## config.mk

```make
export PLATFORM = sky130hd
export DESIGN_NAME = spi_adc_channel_scanner_flat
export DESIGN_NICKNAME = d
export VERILOG_FILES = /design/src/hw/rtl/sacs_pkg.sv /design/src/hw/rtl/sacs_if.sv /design/src/hw/rtl/sacs_slot_engine.sv /design/src/hw/rtl/spi_adc_channel_scanner.sv /design/src/flat_wrapper.sv
export SDC_FILE = /design/constraint.sdc
export NUM_CORES = 1
export LEC_CHECK = 0
export ABC_AREA = 1
export BUFFER_PORTS_ARGS = -buffer_cell sky130_fd_sc_hd__buf_2
export CORE_MARGIN = 2
export CORE_UTILIZATION = 57
export CTS_BUF_LIST = sky130_fd_sc_hd__clkbuf_16
export DETAILED_ROUTE_END_ITERATION = 8
export PLACE_DENSITY = 0.76
export SYNTH_ARGS = -nofsm -noshare
export SYNTH_HDL_FRONTEND = slang
export SYNTH_HIERARCHICAL = 1
export SYNTH_SLANG_ARGS = --single-unit
export TNS_END_PERCENT = 20
```

## constraint.sdc

```tcl
create_clock -name clock -period 2.9 [get_ports clock]
set_input_delay 0.58 -clock clock [delete_from_list [all_inputs] [get_ports clock]]
set_output_delay 0.58 -clock clock [all_outputs]
set_load 0.05 [all_outputs]
```

## src/hw/rtl/sacs_pkg.sv

```systemverilog
// Shared types and constants for the SPI converter channel scanner.
// No dependencies; compiled first.
package sacs_pkg;

   localparam int DOUT_W          = 4;
   localparam int CHANNEL_W       = 3;
   localparam int BOARD_W         = 2;
   localparam int PHASE_W         = 5;
   localparam int BOARD_COUNT_W   = 3;
   localparam int USED_SENSORS_W  = 6;
   localparam int SAMPLE_INDEX_W  = 5;
   localparam int SAMPLE_VALUE_W  = 12;
   localparam int CSR_INDEX_W     = 1;
   localparam int CSR_DATA_W      = 6;

   // Command word: two start bits above the channel number, left aligned in a byte
   localparam logic [7:0] CMD_START_BITS = 8'h18;
   localparam logic [7:0] CMD_TOP_BIT    = 8'h80;
   localparam int         CMD_SLOTS      = 5;
   localparam int         IDLE_CLOCKS    = 2;

   localparam logic [CSR_INDEX_W-1:0] CSR_BOARD_COUNT  = 1'b0;
   localparam logic [CSR_INDEX_W-1:0] CSR_USED_SENSORS = 1'b1;

   localparam logic [BOARD_COUNT_W-1:0]  BOARD_COUNT_RESET  = 3'd2;
   localparam logic [USED_SENSORS_W-1:0] USED_SENSORS_RESET = 6'd10;

   typedef struct packed {
      logic [BOARD_COUNT_W-1:0]  board_count;
      logic [USED_SENSORS_W-1:0] used_sensors;
   } sacs_cfg_type;

   typedef struct packed {
      logic                      cs_level;
      logic                      din_level;
      logic                      clock_pulse;
      logic                      sample_valid;
      logic [SAMPLE_INDEX_W-1:0] sample_index;
      logic [SAMPLE_VALUE_W-1:0] sample_value;
      logic                      scan_done;
   } sacs_slot_type;

endpackage

```

## src/hw/rtl/sacs_if.sv

```systemverilog
// Valid/ready channel interfaces for the scanner's slot requests and slot results.
// Depends on sacs_pkg for field widths.
interface sacs_req_if import sacs_pkg::*; ();
   logic              valid;
   logic              ready;
   logic              start_req;
   logic [DOUT_W-1:0] dout_lines;

   modport source (output valid, output start_req, output dout_lines, input ready);
   modport sink   (input valid, input start_req, input dout_lines, output ready);
endinterface

interface sacs_rsp_if import sacs_pkg::*; ();
   logic                      valid;
   logic                      ready;
   logic                      cs_level;
   logic                      din_level;
   logic                      clock_pulse;
   logic                      sample_valid;
   logic [SAMPLE_INDEX_W-1:0] sample_index;
   logic [SAMPLE_VALUE_W-1:0] sample_value;
   logic                      scan_done;

   modport source (output valid, output cs_level, output din_level, output clock_pulse,
                   output sample_valid, output sample_index, output sample_value,
                   output scan_done, input ready);
   modport sink   (input valid, input cs_level, input din_level, input clock_pulse,
                   input sample_valid, input sample_index, input sample_value,
                   input scan_done, output ready);
endinterface

```

## src/hw/rtl/sacs_slot_engine.sv

```systemverilog
// Scan sequencer: per-slot chip select, command bits, clocking and sample assembly.
// Depends on sacs_pkg.
module sacs_slot_engine import sacs_pkg::*; #(
   parameter int CHANNELS_PER_BOARD = 8,
   parameter int MAX_BOARDS         = 4,
   parameter int SAMPLE_BITS        = 12
) (
   input  logic              clock,
   input  logic              reset,
   input  logic              advance,
   input  logic              start_req,
   input  logic [DOUT_W-1:0] dout_lines,
   input  sacs_cfg_type      cfg,
   output sacs_slot_type     slot
);

   localparam int FIRST_SAMPLE_PHASE = 1 + CMD_SLOTS + IDLE_CLOCKS;
   localparam int LAST_PHASE         = FIRST_SAMPLE_PHASE + SAMPLE_BITS - 1;

   logic                   busy_ff,  busy_in;
   logic [PHASE_W-1:0]     phase_ff, phase_in;
   logic [CHANNEL_W-1:0]   channel_ff, channel_in;
   logic [BOARD_W-1:0]     board_ff, board_in;
   logic [SAMPLE_BITS-1:0] shift_ff, shift_in;
   logic                   held_din_ff, held_din_in;

   logic                   active;
   logic [7:0]             cmd_word;
   logic [7:0]             cmd_shifted;
   logic [BOARD_COUNT_W-1:0]  boards_in_use;
   logic [USED_SENSORS_W-1:0] global_index;
   logic [SAMPLE_BITS+SAMPLE_VALUE_W-1:0] value_ext;
   logic                   last_channel;
   logic                   last_board;

   always_comb begin
      if (cfg.board_count == '0) begin
         boards_in_use = BOARD_COUNT_W'(1);
      end else if (cfg.board_count > BOARD_COUNT_W'(MAX_BOARDS)) begin
         boards_in_use = BOARD_COUNT_W'(MAX_BOARDS);
      end else begin
         boards_in_use = cfg.board_count;
      end
   end

   assign cmd_word     = (CMD_START_BITS | 8'(channel_ff)) << 3;
   assign cmd_shifted  = cmd_word << (phase_ff - PHASE_W'(1));
   assign global_index = USED_SENSORS_W'(board_ff) * USED_SENSORS_W'(CHANNELS_PER_BOARD)
                       + USED_SENSORS_W'(channel_ff);
   assign last_channel = (channel_ff == CHANNEL_W'(CHANNELS_PER_BOARD - 1));
   assign last_board   = ((BOARD_COUNT_W'(board_ff) + BOARD_COUNT_W'(1)) >= boards_in_use);
   assign active       = busy_ff || start_req;

   always_comb begin
      busy_in     = busy_ff;
      phase_in    = phase_ff;
      channel_in  = channel_ff;
      board_in    = board_ff;
      shift_in    = shift_ff;
      held_din_in = held_din_ff;

      slot.cs_level     = 1'b1;
      slot.din_level    = held_din_ff;
      slot.clock_pulse  = 1'b0;
      slot.sample_valid = 1'b0;
      slot.sample_index = '0;
      slot.sample_value = '0;
      slot.scan_done    = 1'b0;
      value_ext         = '0;

      if (active) begin
         busy_in = 1'b1;
         if (phase_ff == '0) begin
            // released slot: drop data-in, clear the assembly register
            held_din_in    = 1'b0;
            slot.din_level = 1'b0;
            shift_in       = '0;
         end else if (phase_ff <= PHASE_W'(CMD_SLOTS)) begin
            slot.cs_level    = 1'b0;
            slot.clock_pulse = 1'b1;
            held_din_in      = |(cmd_shifted & CMD_TOP_BIT);
            slot.din_level   = held_din_in;
         end else if (phase_ff < PHASE_W'(FIRST_SAMPLE_PHASE)) begin
            slot.cs_level    = 1'b0;
            slot.clock_pulse = 1'b1;
         end else begin
            slot.cs_level    = 1'b0;
            slot.clock_pulse = 1'b1;
            shift_in         = {shift_ff[SAMPLE_BITS-2:0], dout_lines[board_ff]};
         end

         if (phase_ff >= PHASE_W'(LAST_PHASE)) begin
            value_ext = {{SAMPLE_VALUE_W{1'b0}}, shift_in};
            if (global_index < cfg.used_sensors) begin
               slot.sample_valid = 1'b1;
               slot.sample_index = global_index[SAMPLE_INDEX_W-1:0];
               slot.sample_value = value_ext[SAMPLE_VALUE_W-1:0];
            end
            phase_in = '0;
            if (last_channel) begin
               channel_in = '0;
               if (last_board) begin
                  board_in       = '0;
                  busy_in        = 1'b0;
                  slot.scan_done = 1'b1;
               end else begin
                  board_in = board_ff + BOARD_W'(1);
               end
            end else begin
               channel_in = channel_ff + CHANNEL_W'(1);
            end
         end else begin
            phase_in = phase_ff + PHASE_W'(1);
         end
      end
   end

   always_ff @(posedge clock) begin
      if (reset) begin
         busy_ff     <= 1'b0;
         phase_ff    <= '0;
         channel_ff  <= '0;
         board_ff    <= '0;
         shift_ff    <= '0;
         held_din_ff <= 1'b0;
      end else if (advance) begin
         busy_ff     <= busy_in;
         phase_ff    <= phase_in;
         channel_ff  <= channel_in;
         board_ff    <= board_in;
         shift_ff    <= shift_in;
         held_din_ff <= held_din_in;
      end
   end

`ifndef NO_ASSERTIONS
   a_idle_counters_zero: assert property (@(posedge clock) disable iff (reset)
      !busy_ff |-> (phase_ff == '0 && channel_ff == '0 && board_ff == '0))
      else $error("scan counters not at rest while idle");

   a_phase_in_range: assert property (@(posedge clock) disable iff (reset)
      phase_ff <= PHASE_W'(LAST_PHASE))
      else $error("slot phase beyond last sample bit");

   a_done_ends_scan: assert property (@(posedge clock) disable iff (reset)
      (advance && slot.scan_done) |=> !busy_ff)
      else $error("scan still busy after done slot");

   a_sample_while_selected: assert property (@(posedge clock) disable iff (reset)
      slot.sample_valid |-> (!slot.cs_level && slot.clock_pulse && active))
      else $error("sample reported outside a clocked selected slot");
`endif

endmodule

```

## src/hw/rtl/spi_adc_channel_scanner.sv

```systemverilog
// Top level of the SPI converter channel scanner: slot pipeline and CSR bank.
// Depends on sacs_pkg, sacs_if and sacs_slot_engine.
//
// Usage: each transfer on req is one serial bit slot of the converter bus and
// carries the start request and the boards' data-out levels. For each slot
// exactly one transfer appears on rsp with chip select, data-in and clock
// levels for that slot, plus a finished sample and the end-of-scan flag
// when they occur. A start request while idle launches a sweep over every
// channel of every configured board (at least one, at most MAX_BOARDS);
// each channel takes 8 + SAMPLE_BITS slots (one released, five command,
// two idle, the sample bits). Each result passes the input register, then
// the result register, before it is offered on rsp. Throughput: one slot
// per cycle unless rsp stalls; the sequencer state is updated once per
// slot.
// Reset returns the sequencer to idle with data-in low and loads the
// default board count (2) and reported-sample limit (10).
// When rsp stalls, the result register holds and the input register
// fills; req.ready drops once both are occupied and rsp.ready is low.
// CSR writes (csr_we, csr_index, csr_wdata) take effect at once; the user must
// make them only while no slot is in flight; the block has no check for it.
module spi_adc_channel_scanner import sacs_pkg::*; #(
   parameter int CHANNELS_PER_BOARD = 8,
   parameter int MAX_BOARDS         = 4,
   parameter int SAMPLE_BITS        = 12
) (
   input  logic                   clock,
   input  logic                   reset,
   sacs_req_if.sink               req,
   sacs_rsp_if.source             rsp,
   input  logic                   csr_we,
   input  logic [CSR_INDEX_W-1:0] csr_index,
   input  logic [CSR_DATA_W-1:0]  csr_wdata
);

   logic              in_valid_ff;
   logic              in_start_ff;
   logic [DOUT_W-1:0] in_dout_ff;
   logic              out_valid_ff;
   sacs_slot_type     out_ff;
   sacs_slot_type     slot;
   sacs_cfg_type      cfg_ff;
   logic              advance;

   assign advance   = in_valid_ff && (!out_valid_ff || rsp.ready);
   assign req.ready = !in_valid_ff || advance;

   always_ff @(posedge clock) begin
      if (reset) begin
         in_valid_ff <= 1'b0;
      end else if (req.ready) begin
         in_valid_ff <= req.valid;
      end
   end

   // hold payload until the slot moves on
   always_ff @(posedge clock) begin
      if (req.valid && req.ready) begin
         in_start_ff <= req.start_req;
         in_dout_ff  <= req.dout_lines;
      end
   end

   always_ff @(posedge clock) begin
      if (reset) begin
         out_valid_ff <= 1'b0;
      end else if (advance) begin
         out_valid_ff <= 1'b1;
      end else if (rsp.ready) begin
         out_valid_ff <= 1'b0;
      end
   end

   always_ff @(posedge clock) begin
      if (advance) begin
         out_ff <= slot;
      end
   end

   always_ff @(posedge clock) begin
      if (reset) begin
         cfg_ff.board_count  <= BOARD_COUNT_RESET;
         cfg_ff.used_sensors <= USED_SENSORS_RESET;
      end else if (csr_we) begin
         case (csr_index)
            CSR_BOARD_COUNT: begin
               cfg_ff.board_count <= csr_wdata[BOARD_COUNT_W-1:0];
            end
            CSR_USED_SENSORS: begin
               cfg_ff.used_sensors <= csr_wdata[USED_SENSORS_W-1:0];
            end
            default: begin
            end
         endcase
      end
   end

   sacs_slot_engine #(
      .CHANNELS_PER_BOARD (CHANNELS_PER_BOARD),
      .MAX_BOARDS         (MAX_BOARDS),
      .SAMPLE_BITS        (SAMPLE_BITS)
   ) u_engine (
      .clock      (clock),
      .reset      (reset),
      .advance    (advance),
      .start_req  (in_start_ff),
      .dout_lines (in_dout_ff),
      .cfg        (cfg_ff),
      .slot       (slot)
   );

   assign rsp.valid        = out_valid_ff;
   assign rsp.cs_level     = out_ff.cs_level;
   assign rsp.din_level    = out_ff.din_level;
   assign rsp.clock_pulse  = out_ff.clock_pulse;
   assign rsp.sample_valid = out_ff.sample_valid;
   assign rsp.sample_index = out_ff.sample_index;
   assign rsp.sample_value = out_ff.sample_value;
   assign rsp.scan_done    = out_ff.scan_done;

endmodule
```

## src/flat_wrapper.sv

```systemverilog
// flat-port wrapper written by rule: the top's interface ports become plain ports
module spi_adc_channel_scanner_flat import sacs_pkg::*;
#(
   parameter int CHANNELS_PER_BOARD = 8,
   parameter int MAX_BOARDS         = 4,
   parameter int SAMPLE_BITS        = 12
)
  (clock, reset, csr_we, csr_index, csr_wdata, req_valid, req_start_req, req_dout_lines, req_ready, rsp_valid, rsp_cs_level, rsp_din_level, rsp_clock_pulse, rsp_sample_valid, rsp_sample_index, rsp_sample_value, rsp_scan_done, rsp_ready);
  sacs_req_if req_i ();
  sacs_rsp_if rsp_i ();
  input  logic clock;
  input  logic reset;
  input  logic csr_we;
  input  logic [CSR_INDEX_W-1:0] csr_index;
  input  logic [CSR_DATA_W-1:0] csr_wdata;
  input wire logic [$bits(req_i.valid)-1:0] req_valid;
  input wire logic [$bits(req_i.start_req)-1:0] req_start_req;
  input wire logic [$bits(req_i.dout_lines)-1:0] req_dout_lines;
  output wire logic [$bits(req_i.ready)-1:0] req_ready;
  output wire logic [$bits(rsp_i.valid)-1:0] rsp_valid;
  output wire logic [$bits(rsp_i.cs_level)-1:0] rsp_cs_level;
  output wire logic [$bits(rsp_i.din_level)-1:0] rsp_din_level;
  output wire logic [$bits(rsp_i.clock_pulse)-1:0] rsp_clock_pulse;
  output wire logic [$bits(rsp_i.sample_valid)-1:0] rsp_sample_valid;
  output wire logic [$bits(rsp_i.sample_index)-1:0] rsp_sample_index;
  output wire logic [$bits(rsp_i.sample_value)-1:0] rsp_sample_value;
  output wire logic [$bits(rsp_i.scan_done)-1:0] rsp_scan_done;
  input wire logic [$bits(rsp_i.ready)-1:0] rsp_ready;
  assign req_i.valid = req_valid;
  assign req_i.start_req = req_start_req;
  assign req_i.dout_lines = req_dout_lines;
  assign req_ready = req_i.ready;
  assign rsp_valid = rsp_i.valid;
  assign rsp_cs_level = rsp_i.cs_level;
  assign rsp_din_level = rsp_i.din_level;
  assign rsp_clock_pulse = rsp_i.clock_pulse;
  assign rsp_sample_valid = rsp_i.sample_valid;
  assign rsp_sample_index = rsp_i.sample_index;
  assign rsp_sample_value = rsp_i.sample_value;
  assign rsp_scan_done = rsp_i.scan_done;
  assign rsp_i.ready = rsp_ready;
  spi_adc_channel_scanner #(.CHANNELS_PER_BOARD(CHANNELS_PER_BOARD), .MAX_BOARDS(MAX_BOARDS), .SAMPLE_BITS(SAMPLE_BITS)) u_core (.clock(clock), .reset(reset), .req(req_i), .rsp(rsp_i), .csr_we(csr_we), .csr_index(csr_index), .csr_wdata(csr_wdata));
endmodule
```

## Word-level counts from Yosys, hierarchy flattened

Cells that the tools add are included.

| word-level totals | value |
|---|---|
| word-level logic and storage cells | 77 |
| register bits | 62 |

| cells by class | value |
|---|---|
| bitwise gates (word level) | 1 |
| multiplexer cells | 24 |
| add/subtract/negate cells | 6 |
| magnitude comparators | 7 |
| equality and inequality tests | 1 |
| shift-type cells | 1 |
| reduce and logical (&&, ||, !) cells | 18 |

Operators with widths:

| kind | count |
|---|---|
| 12-bit 2-to-1 mux | 3 |
| 21-bit 2-to-1 mux | 1 |
| 19-bit 2-to-1 mux | 1 |
| 18-bit 2-to-1 mux | 1 |
| 1-bit 2-to-1 mux | 12 |
| 3-bit 2-to-1 mux | 3 |
| 3-bit AND reduction | 3 |
| 2-bit AND reduction | 4 |
| 8-bit by 5-bit left shift with 8-bit output | 1 |
| 5-bit by 3-bit adder with 6-bit output | 1 |
| 6-bit less-than comparator | 1 |
| 5-bit by 1-bit adder with 5-bit output (second input constant) | 1 |
| 5-bit >= comparator (second input constant) | 1 |
| 5-bit by 3-bit <= comparator with 1-bit output (second input constant) | 1 |
| 5-bit zero test | 1 |
| 5-bit by 4-bit less-than comparator with 1-bit output (second input constant) | 1 |
| 5-bit 2-to-1 mux | 1 |
| 5-bit by 1-bit subtractor with 5-bit output (second input constant) | 1 |
| 4-bit AND reduction | 1 |
| 2-bit by 1-bit adder with 3-bit output (second input constant) | 1 |
| 3-bit by 1-bit adder with 3-bit output (second input constant) | 1 |
| 3-bit equality test (second input constant) | 1 |
| 3-bit >= comparator | 1 |
| 3-bit greater-than comparator (second input constant) | 1 |
| other kinds (10) | 14 |

## Longest topological paths before layout

Gate-level depths: netlist of run 1.

| logic depth | value |
|---|---|
| depth in word-level cells | 8 |
| depth in mapped cells | 10 |

## By module

Netlist of run 1, hierarchy kept.

By module, submodules not included:

| module | times used | sequential area each (um2) | area each (um2) | cells an instance |
|---|---|---|---|---|
| sacs_slot_engine | 1 | 480.5 | 1752.9 | 275 |
| spi_adc_channel_scanner | 1 | 1031.0 | 1229.9 | 85 |

## Least setup slack after synthesis of run 1

Ideal clock, no wire load.

| timing | value |
|---|---|
| path type | input -> register |
| start point | input rsp_ready |
| end point | register u_core.u_engine.shift_ff[10] |
| stages on the path | 8 |
| arrival | 2.578 ns |
| setup slack | 0.213 ns |
| cell sequence | inv_1 a21oi_1 inv_1 nor2_2 buf_1 nand2_1 nand2_1 inv_1 |

| on the way | value |
|---|---|
| cells in the longest elaborated chain, start to end | 3 |

RTL lines:

| item | RTL line | text |
|---|---|---|
| start: declaration | flat_wrapper.sv:28 | `input wire logic [$bits(rsp_i.ready)-1:0] rsp_ready;` |
| 1-bit logical OR | spi_adc_channel_scanner.sv:44 | `assign advance = in_valid_ff && (!out_valid_ff \|\| rsp.ready);` |
| 1-bit logical AND | spi_adc_channel_scanner.sv:44 |  |
| net u_core.advance | spi_adc_channel_scanner.sv:42 | `logic advance;` |
| 2-bit AND reduction (no source line) | - |  |
| end signal: assignment | sacs_slot_engine.sv:131 | `shift_ff <= shift_in;` |
| end: declaration | sacs_slot_engine.sv:24 | `logic [SAMPLE_BITS-1:0] shift_ff, shift_in;` |

The timed path passes the listed nets, and every way through them passes these cells.
A chain may end at the register's enable or synchronous reset.

## Worst setup path after layout of run 1

| timing | value |
|---|---|
| start point | input rsp_ready |
| end point | register u_core.u_engine.channel_ff[0] |

| on the way | value |
|---|---|
| cells in the longest elaborated chain, start to end | 3 |

RTL lines:

| item | RTL line | text |
|---|---|---|
| 1-bit logical OR | spi_adc_channel_scanner.sv:44 |  |
| 1-bit logical AND | spi_adc_channel_scanner.sv:44 |  |
| net u_core.advance | spi_adc_channel_scanner.sv:42 |  |
| 3-bit AND reduction (no source line) | - |  |
| end signal: assignment | sacs_slot_engine.sv:129 | `channel_ff <= channel_in;` |
| end: declaration | sacs_slot_engine.sv:22 | `logic [CHANNEL_W-1:0] channel_ff, channel_in;` |

The timed path passes the listed nets, and every way through them passes these cells.

==> results.tsv, run 1 <==
metric	value	unit
crit_type	in2reg	
synthArstFlopShare	0	
hold_viol	0	
start_util	0.588	
clkTransAtPathRegs	0.05	ns
slew_headroom	0.634	
fin_area	3500	um2
io_pins	41	
netlist.area_leader.share	0.272	
cts_buffer_depth	2	
rr_worst_depth	8	
tritoncts.num_buffers	9	
grt_pass1_wl	9.76	mm
hold_path.class	in2reg	
synth_area_per_cell	8.29	um2
synth_edf_count	27	
cts_resized	0	
grt_pass1_vias	2256	
syn2layout_area_growth	17.3	%
dr.pass1.iters	4	
worstPathRequired	3.11	ns
yosys_register_bits	62	
synth_cells	360	
tns	0	ns
p_leak	1.63	nW
crit_fanout	15	
final_nets	437	
fp.dieArea	5830	um2
via_count	2379	
yosysSeqAreaShare	0.507	
worst_pin_slew	0.549	ns
vias_per_cell	4.94	
hpwl	3.86	mm
synth_ff_type	dfxtp_1	
numPortBuffers	40	
status	finished clean	
min_path_cells	1	
ys_types	31	
yosysTopAreaCell	edfxtp_1	
placed_cell_area	3250	um2
post-route-drc-count	0	
antenna_found_initial	0	
skew	0.00524	ns
postCtsHoldBufs	0	
finalCriticalPeriod	1.89	ns
period_share	0.652	
core_area	5070	um2
synthMuxAreaShare	0	
rows	26	
syn-num-nets	390	
fill_cells	426	
synthSimpleGateAreaFrac	0.240	
drive_gt1_frac	0.204	
cts_tree	done	
irDropWorstVdd	0.352	mV
synth_top_family_by_area	simple AND/OR/NAND/NOR gates	
slew_viol_final	0	
first_iter_violations	106	
gp_congestion	0.881	
setup_viol_count_final	0	
synth-xor-area-share	0.00294	
cts_sinks	62	
p_per_area	593	nW/um2
clk_latency	0.33	ns
wl_per_cell	11.6	um
die_height	76.3	um
cts_max_level	3	
synth_area_leaders	edfxtp_1 27%, dfxtp_1 23%, nand2_1 8.6%	
detail-route-antenna-nets	0	
end_kind	flop	
fmax	0.529	GHz
gr-total-overflow	0	
cap_violations	0	
finalPower	0.00208	W
post-cts-setup-buffers	0	
synth_area	2980	um2
worstSetupStartpointType	input port	
synth_fa_ha_area_frac	0.0545	
antenna-diode-count	0	
rsz0062_at_grt	false	
die_w	76.3	um
grt_max_degree	19	
drt_wl_total	5.58	mm
ys_warn_count	6	
cp.arrival	2.10	ns
grt_usage	0.214	
synth_compound_area_frac	0.0965	
cts_root_buffer	clkbuf_16	
## synthesized netlist by cell type, types with 2 or more instances
library cell   n
nand3_1       20
nand4_1        2
o211ai_1       2
ha_1          13
dfxtp_1       35
nor2_2        13
a21oi_2        6
a21oi_1       29
o21ai_0       11
edfxtp_1      27
buf_2          2
inv_1         63
nor2_1        47
nand2_1       68
buf_6          3
nand2_2        4
## state kept, by name, indices dropped and copies added, names as in the netlist
| signal | flops |
|---|---|
| u_core/rsp.cs_level | 1 |
| u_core/in_valid_ff | 1 |
| u_core/u_engine/phase_ff | 5 |
| u_core/u_engine/channel_ff | 3 |
| u_core/rsp.clock_pulse | 1 |
| u_core/u_engine/board_ff | 2 |
| u_core/rsp.scan_done | 1 |
| u_core/rsp.valid | 1 |
| u_core/rsp.sample_value | 12 |
| u_core/u_engine/held_din_ff | 1 |
| u_core/u_engine/busy_ff | 1 |
| u_core/cfg_ff | 9 |
| u_core/rsp.din_level | 1 |
| u_core/rsp.sample_valid | 1 |
| u_core/u_engine/shift_ff | 12 |
| u_core/rsp.sample_index | 5 |
| u_core/in_dout_ff | 4 |
| u_core/in_start_ff | 1 |
## worst paths after layout
path / start / endpoint / slack, ns
max: rsp_ready / u_core/u_engine/channel_ff[0] / 1.01
min: req_start_req / u_core/in_start_ff / 0.43
max reg2reg: u_core/in_valid_ff / u_core/u_engine/channel_ff[0] / 1.02
min reg2reg: u_core/cfg_ff[3] / u_core/cfg_ff[3] / 0.48
## per-layer routing
layer	up-vias	wire, um	track usage
li1	1239	-	-
met1	1077	2640	0.270
met2	53	2570	0.344
met3	10	262	0.0592
met4	0	111	0.100
met5	-	0	0
## cells in the final DEF, fill, tap and decap left out, types with 2 or more instances in the layout
cell type / count
a21oi_1: 28
a21oi_2: 7
buf_2: 40
buf_4: 3
clkbuf_16: 9
clkinv_1: 2
clkinv_2: 2
dfxtp_1: 35
edfxtp_1: 27
ha_1: 13
inv_1: 67
nand2_1: 68
nand2_2: 4
nand3_1: 20
nand4_1: 2
nor2_1: 47
nor2_2: 13
o211ai_1: 2
o21ai_0: 11
## final cells by class
class	instances	area, um2	share of cell area
multi-input combinational	226	1180	0.337
sequential	62	1510	0.432
clock inverter	7	27.5	0.00787
tap	70	87.6	0.0250
clock buffer	9	225	0.0644
timing repair buffer	43	223	0.0637
inverter	65	245	0.0701
## cells by family after synthesis
group	Yosys count
xor gates and xnor gates	1
AOI/OAI and AO/OA	51
adders and majority gates	13
buffers and inverters	72
and+or+nand+nor	161
DFF	62
## critical path, stage by stage
cell,delay (ns)
buf_2,0.08
inv_1,0.05
a21oi_2,0.18
buf_4,0.26
inv_1,0.07
nor2_2,0.30
nand3_1,0.26
o21ai_0,0.25
a21oi_1,0.06
## power by group
part           internal (W)  switching (W)
Clock              0.000555       0.000346
Sequential         0.000953      0.0000198
Combinational     0.0000598       0.000142
Total               0.00157       0.000508
## metrics by stage
stage               hold WS [ns]  setup WS [ns]  utilization  std cells
floorplan                  0.442          0.213            -        360
CTS                        0.416           1.02        0.689        482
global placement           0.459          0.808        0.640        466
global route               0.422          0.879        0.689        482
detailed placement         0.467          0.705        0.640        466
finish                     0.427           1.01        0.689        482
Note: power is estimated with default switching activity, not from simulation.
==> inputs of run 2 (changes only) <==
Clock period 2.9 ns to 1.8 ns, I/O delays scaled along.
==> run 2 against run 1 <==
Critical path depth down 4. Clock skew up 0.0029 ns. Core utilization up 3.2 points. Worst hold slack worse by 0.22 ns. Setup slack worse by 0.92 ns. Flip-flop and latch count unchanged. Cell count up 1.9%. Non-clock buffer count up 7. Combinational power up 69%. Via count up 3.4%. Largest cell class unchanged. Critical endpoint is now u_core/rsp.scan_done. Global-route usage up 0.36 points.
==> results.tsv, run 2 (synthesis results as in run 1) <==
metric	value	unit
dr.pass1.iters	5	
drive_gt1_frac	0.233	
postCtsHoldBufs	0	
placed_cell_area	3310	um2
post-route-drc-count	0	
combPwrFrac	0.093	
final_nets	446	
gr-total-overflow	0	
rows	26	
busiest_layer	met2	
worstSetupStartpointType	flop	
crit_chain	ha_1 > ha_1 > nand3_1 > o211ai_1 > and3_2	
cts_root_buffer	clkbuf_16	
fin_area	3660	um2
cts_max_level	3	
cts_buffer_depth	2	
tritoncts.num_buffers	9	
crit_type	reg2reg	
slew_headroom	0.730	
seqPwrFrac	0.426	
stdcell_count	491	
p_int	0.00283	W
hold_path.class	in2reg	
clk_latency	0.32	ns
hpwl	3.96	mm
clkTransAtPathRegs	0.05	ns
skew	0.00816	ns
die_height	76.3	um
worst_pin_slew	0.404	ns
drt_wl_total	6.00	mm
numPortBuffers	40	
grt_usage	0.218	
grt_util_met2	0.372	
p_leak	1.70	nW
dp_slack	0.0928	ns
slew_viol_final	0	
antenna-diode-count	0	
grt_pass1_vias	2314	
hold_viol	0	
wl_per_cell	12.2	um
p_per_area	1000	nW/um2
fp.dieArea	5830	um2
fmax	0.586	GHz
cp.arrival	1.78	ns
grt_use_met1	0.257	
cap_violations	0	
slowest_delay	0.39	ns
use_met3	0.0415	
status	finished clean	
cts_tree	done	
end_kind	flop	
vias_per_cell	5.01	
critPathSlowestCell	dfxtp_1	
io_pins	41	
cp_common_cell	ha_1	
setup_viol_count_final	0	
core_area	5070	um2
irDropWorstVdd	0.633	mV
die_w	76.3	um
first_iter_violations	138	
critPathTopFamily	adder cells	
grt_max_degree	19	
cts_sinks	62	
critical_path_buf_inv_count	0	
syn2layout_area_growth	22.8	%
layout_common_cells	68 x nand2_1, 66 x inv_1, 46 x nor2_1	
fin_hold_ws	0.212	ns
grt_pass1_wl	9.98	mm
period_share	0.948	
start_util	0.588	
finalPower	0.00368	W
antenna_found_initial	0	
via_count	2459	
finalCriticalPeriod	1.71	ns
crit_fanout	5	
place_inst	473	
final_common_cell	nand2_1	
fin_ws	0.0931	ns
worstPathRequired	1.88	ns
switchingPower	0.000850	W
detail-route-antenna-nets	0	
gp_congestion	0.846	
p_sw_frac	0.231	
pwr-share-clk	0.481	
## run 2: area by class of cell
cell class	count	area [um2]
clock buffer	9	225
clock inverter	7	82.6
fill	389	1410
inverter	65	245
multi-input combinational	228	1230
sequential	62	1510
tap	70	87.6
timing repair buffer	50	275
## run 2: per-stage QoR
stage          TNS [ns]  utilization
5_1_grt         -0.0251        0.722
2_1_floorplan    -0.177            -
6_report              0        0.722
3_3_place_gp          0        0.651
4_1_cts               0        0.712
3_5_place_dp          0        0.651
## run 2: final timing paths
path	from	end	slack [ns]	cells after the start
hold / removal	req_start_req	u_core/in_start_ff	0.21	1
setup / recovery	u_core/u_engine/board_ff[1]	u_core/rsp.scan_done	0.09	5
setup reg to reg	u_core/u_engine/board_ff[1]	u_core/rsp.scan_done	0.09	5
hold reg to reg	u_core/cfg_ff[1]	u_core/cfg_ff[1]	0.48	2
## run 2: repair_timing
action / CTS / global route
resized for setup: 0 / 6
setup endpoints to repair: 0 / 16
buffers inserted: 0 / 0
## run 2: per-layer routing
metal / vias up / routed length (um)
met5: - / 0
met4: 0 / 167
met3: 20 / 371
met2: 84 / 2940
met1: 1089 / 2520
li1: 1266 / -
## run 2: power groups by stage
stage	clock network (W)	registers, W	logic (W)
after global placement	0	0.00159	0.000324
after CTS	0.00179	0.00157	0.000336
after detailed placement	0	0.00159	0.000332
final	0.00177	0.00157	0.000341
after global routing	0.00184	0.00157	0.000383
after floorplan	0	0.00166	0.000180
==> inputs of run 3 (changes only) <==
Settings changed: CORE_UTILIZATION 57 to 50, PLACE_DENSITY 0.76 to 0.68.
==> run 3 against run 2 <==
Power down 6.8%. Global-route usage down 1.6 points. Critical endpoint unchanged. Wire length down 5.7%. Largest power group is now sequential cells. Sequential share of layout area up 0.66 points. Die area up 13%. Critical path depth unchanged. Setup slack better by 0.020 ns. Combinational power down 2%. Count of clock-buffer cells in the layout unchanged. Maximum frequency up 1.2%.
==> results.tsv, run 3 (synthesis results as in run 1) <==
metric	value	unit
p_leak	1.66	nW
clk_latency	0.33	ns
rsz0062_at_grt	false	
rr_startpoint	u_core/u_engine/board_ff[0]	
vias_per_cell	4.85	
fill_cells	519	
clkTransAtPathRegs	0.05	ns
syn2layout_area_growth	20.9	%
drive_gt1_frac	0.232	
period_share	0.937	
dr.pass1.iters	4	
layout_common_cells	68 x nand2_1, 63 x inv_1, 46 x nor2_1	
die_w	81.2	um
fp.dieArea	6600	um2
min_path_cells	1	
die_height	81.2	um
cts_sinks	62	
detail-route-antenna-nets	0	
cts_root_buffer	clkbuf_16	
irDropWorstVdd	0.812	mV
rrSetupSlack	0.11	ns
crit_fanout	4	
hold_path.class	in2reg	
cp.arrival	1.77	ns
rows	28	
fin_area	3610	um2
placed_cell_area	3310	um2
crit_type	reg2reg	
antenna-diode-count	0	
drt_wl_total	5.66	mm
gp_congestion	0.810	
first_iter_violations	118	
p_per_area	949	nW/um2
start_util	0.510	
via_count	2394	
cap_violations	0	
cts_max_level	3	
skew	0.00508	ns
dp_slack	0.0657	ns
timing.rr.end	u_core/rsp.scan_done	
cts_tree	done	
hold_viol	0	
end_kind	flop	
rr_worst_depth	5	
fin_ws	0.114	ns
slew_viol_final	0	
hold_path.startpoint	req_dout_lines[1]	
post-route-drc-count	0	
slew_headroom	0.784	
place_inst	476	
gr-total-overflow	0	
wl_per_cell	11.5	um
setup_viol_count_final	0	
io_pins	41	
final_common_cell	nand2_1	
worstHoldEndpoint	u_core/in_dout_ff[1]	
grt_max_degree	24	
grt_pass1_wl	9.98	mm
status	finished clean	
grt_pass1_vias	2336	
numPortBuffers	40	
multi_input_area	1190	um2
cts_buffer_depth	2	
seqCellArea	1510	um2
stdcell_count	494	
hpwl	4.04	mm
worst_pin_slew	0.323	ns
core_area	5850	um2
postCtsHoldBufs	0	
finalCriticalPeriod	1.69	ns
final_nets	444	
grt_usage	0.202	
antenna_found_initial	0	
fin_util	0.617	
fmax	0.593	GHz
worstPathRequired	1.89	ns
tritoncts.num_buffers	9	
worstSetupStartpointType	flop	
==> run 3: changes by cell type in the layout (fill, tap and decap cells not counted), moves of 2 or more <==
cell / change
clkinv_2: +2
buf_4: -2
buf_12: +2
inv_1: -3
bufinv_16: -2
==> run 3: how the worst max path moves through the flow <==
stage	from	end	slack [ns]	cells after the start
2_1_floorplan	u_core/rsp.valid	u_core/u_engine/phase_ff[3]	-0.05	7
3_3_place_gp	u_core/u_engine/board_ff[0]	u_core/rsp.scan_done	0.15	5
3_5_place_dp	u_core/cfg_ff[4]	u_core/rsp.sample_value[2]	0.07	8
4_1_cts	u_core/cfg_ff[3]	u_core/rsp.sample_value[2]	0.06	6
5_1_grt	u_core/u_engine/board_ff[0]	u_core/rsp.scan_done	0.03	5
6_report	u_core/u_engine/board_ff[0]	u_core/rsp.scan_done	0.11	5
==> run 3: worst max-delay path, cell delays in order (launching register included) <==
cell	delay [ns]
dfxtp_1	0.35
ha_1	0.32
ha_1	0.31
nand3_1	0.08
o211ai_1	0.15
and3_2	0.23
==> run 3: per-layer routing <==
metal / part of all wire / GRT usage
met4: 0.020 / 0.100
met5: 0 / 0
met2: 0.47 / 0.327
met3: 0.042 / 0.0556
met1: 0.47 / 0.247
==> run 3: report_power, final <==
group          total (W)  internal (W)  switching (W)
Clock            0.00152      0.000916       0.000607
Combinational   0.000335      0.000104       0.000232
Sequential       0.00157       0.00153      0.0000331
Total            0.00342       0.00255       0.000872
==> run 3: cell type report <==
class                   count  share of cell area
flip-flops and latches     62               0.419
multi-input cells         226               0.330
repair buffers             50              0.0832
inverters                  65              0.0680
clock buffers               9              0.0624
well taps                  75              0.0260
clock inverters             7              0.0114
==> run 3: through the flow <==
| stage | total power, W | TNS [ns] | hold WS [ns] |
|---|---|---|---|
| after floorplan | 0.00184 | -0.177 | 0.429 |
| after global placement | 0.00192 | 0 | 0.465 |
| after detailed placement | 0.00193 | 0 | 0.468 |
| after CTS | 0.00347 | 0 | 0.192 |
| after global routing | 0.00357 | 0 | 0.198 |
| final | 0.00342 | 0 | 0.203 |
==> run 3: repair_timing <==
item | in CTS | in global routing
endpoints found under the setup margin | 0 | 14
gates resized for setup | 0 | 2
buffers inserted | 0 | 2
